## src/hw/rtl/btpl_pkg.sv

```systemverilog
// Shared types and constants of the binary trie prefix lookup block.
// No dependencies; every other file imports this package.
package btpl_pkg;

  localparam int NODE_COUNT   = 1024;
  localparam int ADDRESS_BITS = 32;
  localparam int HANDLE_BITS  = 16;
  localparam int NODE_W       = $clog2(NODE_COUNT);
  localparam int FC_W         = $clog2(NODE_COUNT + 1);
  localparam int LEN_W        = 6;
  localparam int PATH_W       = $clog2(ADDRESS_BITS);

  localparam logic [1:0] CMD_LOOKUP = 2'd0;
  localparam logic [1:0] CMD_INSERT = 2'd1;
  localparam logic [1:0] CMD_DELETE = 2'd2;
  localparam logic [1:0] CMD_BAD    = 2'd3;

  localparam logic [1:0] ST_OK   = 2'd0;
  localparam logic [1:0] ST_MISS = 2'd1;
  localparam logic [1:0] ST_FULL = 2'd2;

  typedef struct packed {
    logic [1:0]             cmd;
    logic [31:0]            address;
    logic [5:0]             prefix_length;
    logic [HANDLE_BITS-1:0] route_handle;
  } in_t;

  typedef struct packed {
    logic [1:0]             status;
    logic [HANDLE_BITS-1:0] matched_handle;
  } out_t;

  typedef struct packed {
    logic [NODE_W-1:0]      child0;
    logic [NODE_W-1:0]      child1;
    logic                   leaf;
    logic [HANDLE_BITS-1:0] handle;
  } node_t;

  typedef struct packed {
    logic clr;
    logic load;
    logic walk;
    logic create;
    logic del_clr;
    logic prune_rd;
    logic prune_wr;
  } dp_cmd_t;

  typedef struct packed {
    logic clr_last;
    logic is_lookup;
    logic is_insert;
    logic is_delete;
    logic is_bad;
    logic can_step;
    logic at_len;
    logic leaf_now;
    logic hit_now;
    logic enough;
    logic create_more;
    logic prune_go;
  } dp_stat_t;

endpackage

```

## src/hw/rtl/btpl_ctrl.sv

```systemverilog
// Controller state machine of the trie lookup: sequences the clearing pass, walks, inserts and deletes.
// Depends on btpl_pkg; commands btpl_datapath.
module btpl_ctrl import btpl_pkg::*; (
  input  logic       clk_i,
  input  logic       rst_ni,
  input  logic       in_valid_i,
  output logic       in_ready_o,
  input  logic       out_free_i,
  input  dp_stat_t   stat_i,
  output dp_cmd_t    cmd_o,
  output logic       res_load_o,
  output logic [1:0] status_o
);

  typedef enum logic [3:0] {
    S_CLEAR, S_IDLE, S_WALK, S_INS_CHK, S_CREATE, S_DEL_CLR,
    S_PRUNE_CHK, S_PRUNE_WR, S_DONE
  } state_e;

  state_e     state_q;
  logic [1:0] status_q;

  always_comb begin
    cmd_o          = '0;
    cmd_o.clr      = (state_q == S_CLEAR);
    cmd_o.load     = (state_q == S_IDLE) && in_valid_i;
    cmd_o.walk     = (state_q == S_WALK);
    cmd_o.create   = (state_q == S_CREATE);
    cmd_o.del_clr  = (state_q == S_DEL_CLR);
    cmd_o.prune_rd = (state_q == S_PRUNE_CHK) && stat_i.prune_go;
    cmd_o.prune_wr = (state_q == S_PRUNE_WR);
  end

  assign in_ready_o = (state_q == S_IDLE);
  assign res_load_o = (state_q == S_DONE) && out_free_i;
  assign status_o   = status_q;

  always_ff @(posedge clk_i or negedge rst_ni) begin
    if (!rst_ni) begin
      state_q  <= S_CLEAR;
      status_q <= ST_OK;
    end else begin
      case (state_q)
        S_CLEAR: begin
          if (stat_i.clr_last) state_q <= S_IDLE;
        end
        S_IDLE: begin
          if (in_valid_i) state_q <= S_WALK;
        end
        S_WALK: begin
          if (stat_i.is_bad) begin
            status_q <= ST_MISS;
            state_q  <= S_DONE;
          end else if (!stat_i.can_step) begin
            if (stat_i.is_lookup) begin
              status_q <= stat_i.hit_now ? ST_OK : ST_MISS;
              state_q  <= S_DONE;
            end else if (stat_i.is_insert) begin
              state_q <= S_INS_CHK;
            end else if (stat_i.is_delete && stat_i.at_len && stat_i.leaf_now) begin
              state_q <= S_DEL_CLR;
            end else begin
              status_q <= ST_MISS;
              state_q  <= S_DONE;
            end
          end
        end
        S_INS_CHK: begin
          if (stat_i.enough) begin
            state_q <= S_CREATE;
          end else begin
            status_q <= ST_FULL;
            state_q  <= S_DONE;
          end
        end
        S_CREATE: begin
          if (!stat_i.create_more) begin
            status_q <= ST_OK;
            state_q  <= S_DONE;
          end
        end
        S_DEL_CLR: begin
          state_q <= S_PRUNE_CHK;
        end
        S_PRUNE_CHK: begin
          if (stat_i.prune_go) begin
            state_q <= S_PRUNE_WR;
          end else begin
            status_q <= ST_OK;
            state_q  <= S_DONE;
          end
        end
        S_PRUNE_WR: begin
          state_q <= S_PRUNE_CHK;
        end
        S_DONE: begin
          if (out_free_i) state_q <= S_IDLE;
        end
        default: begin
          state_q <= S_IDLE;
        end
      endcase
    end
  end

endmodule

```

## config.mk

```make
export PLATFORM = sky130hd
export DESIGN_NAME = btpl_ctrl
export DESIGN_NICKNAME = d
export VERILOG_FILES = /design/src/hw/rtl/btpl_pkg.sv /design/src/hw/rtl/btpl_ctrl.sv
export SDC_FILE = /design/constraint.sdc
export NUM_CORES = 1
export LEC_CHECK = 0
export BUFFER_PORTS_ARGS = -buffer_cell sky130_fd_sc_hd__buf_2
export CORE_MARGIN = 1
export CORE_UTILIZATION = 25
export DETAILED_ROUTE_END_ITERATION = 8
export GPL_ROUTABILITY_DRIVEN = 0
export SYNTH_ARGS = -nofsm -noshare
export SYNTH_HDL_FRONTEND = slang
export SYNTH_SLANG_ARGS = --single-unit
```

## constraint.sdc

```tcl
create_clock -name clk_i -period 1.9 [get_ports clk_i]
set_input_delay 0.38 -clock clk_i [delete_from_list [all_inputs] [get_ports clk_i]]
set_output_delay 0.38 -clock clk_i [all_outputs]
set_load 0.05 [all_outputs]
```

==> flow_summary_export.csv <==
group,metric,value,unit
synth,post_synth_inst_count,70,
cells_and_area,finish.cell_count_without_fillers,127,
synth,synth.top_cell.area_share,0.280,
route,route.detailed.drc,0,
die,die_height,48.3,um
cts,cts_made_buffers,3,
synth,syn_area,537,um^2
cells_and_area,n_fill_cell,216,
global_routing,first_pass_grt_wire_length,2.58,mm
worst_setup_path,worstSetupStartpointType,"flop",
route,detailedRoute.firstIterationViolations,16,
die,area_of_the_die,2340,um^2
cells_and_area,multi_input_comb_area,377,um^2
synth,synthesized_net_count,86,
place,dpl.hpwl,1.28,mm
route,viasPerCell,5.13,
cts,cts.clk_slew.worst_paths,0.05,ns
timing,max_slew.worst_pin.slew,0.331,ns
route,route.antenna.remaining_nets,0,
global_routing,grt_max_degree,12,
synth,ys.warnings.count,0,
power_and_ir_drop,total_leakage_power,0.377,nW
die,ios,27,
cells_and_area,post_route_cells_drive_above_1_share,0.460,
cts,clock_sinks,6,
worst_setup_path,worst_path_maximum_fanout,8,
synth,synth_sequential_area_ratio,0.280,
place,placement.io_buffers,26,
cells_and_area,antenna_fix_cells,0,
timing,fin_skew,0.00801,ns
timing,post-route-min-period,1.85,ns
cells_and_area,final_net_count,118,
worst_setup_path,path_cells,"buf_4, nor4_2, buf_2",
run_status,outcome,"finished, final reports clean",
worst_setup_path,worst_path_required_time,1.52,ns
cts,clock_insertion_delay_worst_skew,0.25,ns
synth,yosys_most_used_dff,"dfrtp_1",
timing,timing.final.ws_setup,0.0539,ns
cells_and_area,ff_latch_area,151,um^2
place,dp_cells,123,
timing,final_min_period_over_clock_period,0.972,
synth,synth.area.top_cells,"dfrtp_1, nor2_1, nand2_1",
power_and_ir_drop,power_per_cell_area,1460,nW/um^2
synth,yosys_register_bits,6,
synth,synth.cells.most_frequent,"nor2_1, nand2_1, dfrtp_1",
route,routed-via-count,651,
route,wire_per_inst,13.1,um
timing,final_max_slew_viol_count,0,
global_routing,grt_usage,0.143,
global_routing,grt_overflow,0,
synth,async_reset_ff_frac,1.00,
die,number_of_rows_in_the_core_area,16,
global_routing,antenna_found_initial,0,
timing,hold_viol_final,0,
power_and_ir_drop,ir_drop,604,uV
cts,max-clock-path-buffers,2,
die,die_width,48.3,um
cells_and_area,final_core_utilization,0.388,
run,max_cap_violations,0,
timing,holdWs,0.348,ns
timing,timing.max_slew.rel_slack,0.779,
synth,mean_cell_area_of_the_mapped_netlist,7.67,um^2
worst_setup_path,worst_setup_path_end_kind,"output port",
worst_setup_path,critPathArrivalTime,1.47,ns
cells_and_area,area.growth.synth_to_final,43.4,%
cts,cts-root-buf,"clkbuf_4",
synth,yosysTopAreaCell,"dfrtp_1",
die,initial_util,0.271,
timing,setup_violations,0,
worst_setup_path,worstSetupPathType,"flop to output port",
die,core,1980,um^2
route,wl,1.66,mm
global_routing,via_count_of_the_first_global_routing_pass,595,
route,detail_route.first_pass.iterations,4,
cts,htree_num_levels,1,
place,dpl_worst_slack,0.241,ns
worst_setup_path,critical_path.slowest_cell,"dfrtp_1",
synth,synth-edff-count,0,
worst_setup_path,cp_slowest_stage_delay,0.48,ns
worst_hold_path,hp-class,"input port to flop",
timing,setup_tns,0,ns
synth,top_count_cell_post_synth,"nor2_1",
synth,synth_cell_type_count,35,
cts,cts_tree,"done",
timing,maxClockFrequency,542,MHz
worst max-delay path, delay by kind of cell (launching register included):
| kind | cells | cell delay [ns] |
|---|---|---|
| simple gates | 1 | 0.23 |
| flops | 1 | 0.48 |
| buf+inv | 2 | 0.52 |
cell usage in the layout, fill, tap and decap left out, drive strengths merged, types with 3 or more instances in the layout:
cell type and n:
nand2 8, and3 3, o21ai 5, buf 30, nor2b 4, clkbuf 3
dfrtp 6, nor3b 3, nor2 10, nor3 3
path summary, 6_finish.rpt:
check / from / to / slack [ns] / cells after the start
max: state_q[2]$_DFFE_PN0P_ / cmd_o[6] / 0.05 / 3
min: out_free_i / state_q[3]$_DFFE_PN0P_ / 0.35 / 2
max reg2reg: state_q[1]$_DFFE_PN0P_ / status_o[0]$_DFFE_PN0P_ / 0.32 / 7
min reg2reg: status_o[1]$_DFFE_PN0P_ / status_o[1]$_DFFE_PN0P_ / 0.48 / 1
max in group asynchronous: rst_ni / state_q[0]$_DFFE_PN0P_ / 1.25 / 2
min in group asynchronous: rst_ni / state_q[3]$_DFFE_PN0P_ / 0.49 / 2
cell families after synthesis:
group / after synthesis / synth area share
compound gates: 16 / 0.235
simple gates: 40 / 0.408
flops: 6 / 0.280
mux: 1 / 0.0186
buf+inv: 7 / 0.0583
sequential cells by signal, summed over array words and instances (netlist names):
| register | count |
|---|---|
| state_q | 4 |
| status_o | 2 |
power breakdown:
part	leakage, nW	switching (mW)	internal, mW	total (mW)
registers	0.0739	0.0901	0.173	0.263
clock network	0.0138	0.0477	0.0716	0.119
logic	0.290	0.475	0.266	0.741
repair_timing:
action                     4_1_cts  5_1_grt
setup endpoints to repair        3        5
resized for setup                1        5
buffers inserted                 0        0
hold buffers                     1        0
hold endpoints to repair         6        0
routing by layer:
layer | GRT usage | wire, um
met1 | 0.175 | 723
met2 | 0.235 | 759
met3 | 0.0472 | 135
met4 | 0.0490 | 40
met5 | 0 | 0
area by class of cell:
cell class              instances  share of cell area
multi-input cells              57               0.489
repair buffers                 31               0.224
flip-flops and latches          6               0.197
well taps                      27              0.0439
clock buffers                   3              0.0293
inverters                       3              0.0163
stage by stage:
stage / instance area (um^2) / total power [mW]
floorplan: 548 / 0.804
global placement: 723 / 0.975
detailed placement: 723 / 0.981
CTS: 757 / 1.11
global route: 769 / 1.19
finish: 769 / 1.12
Power figures use the tool's default switching activity.
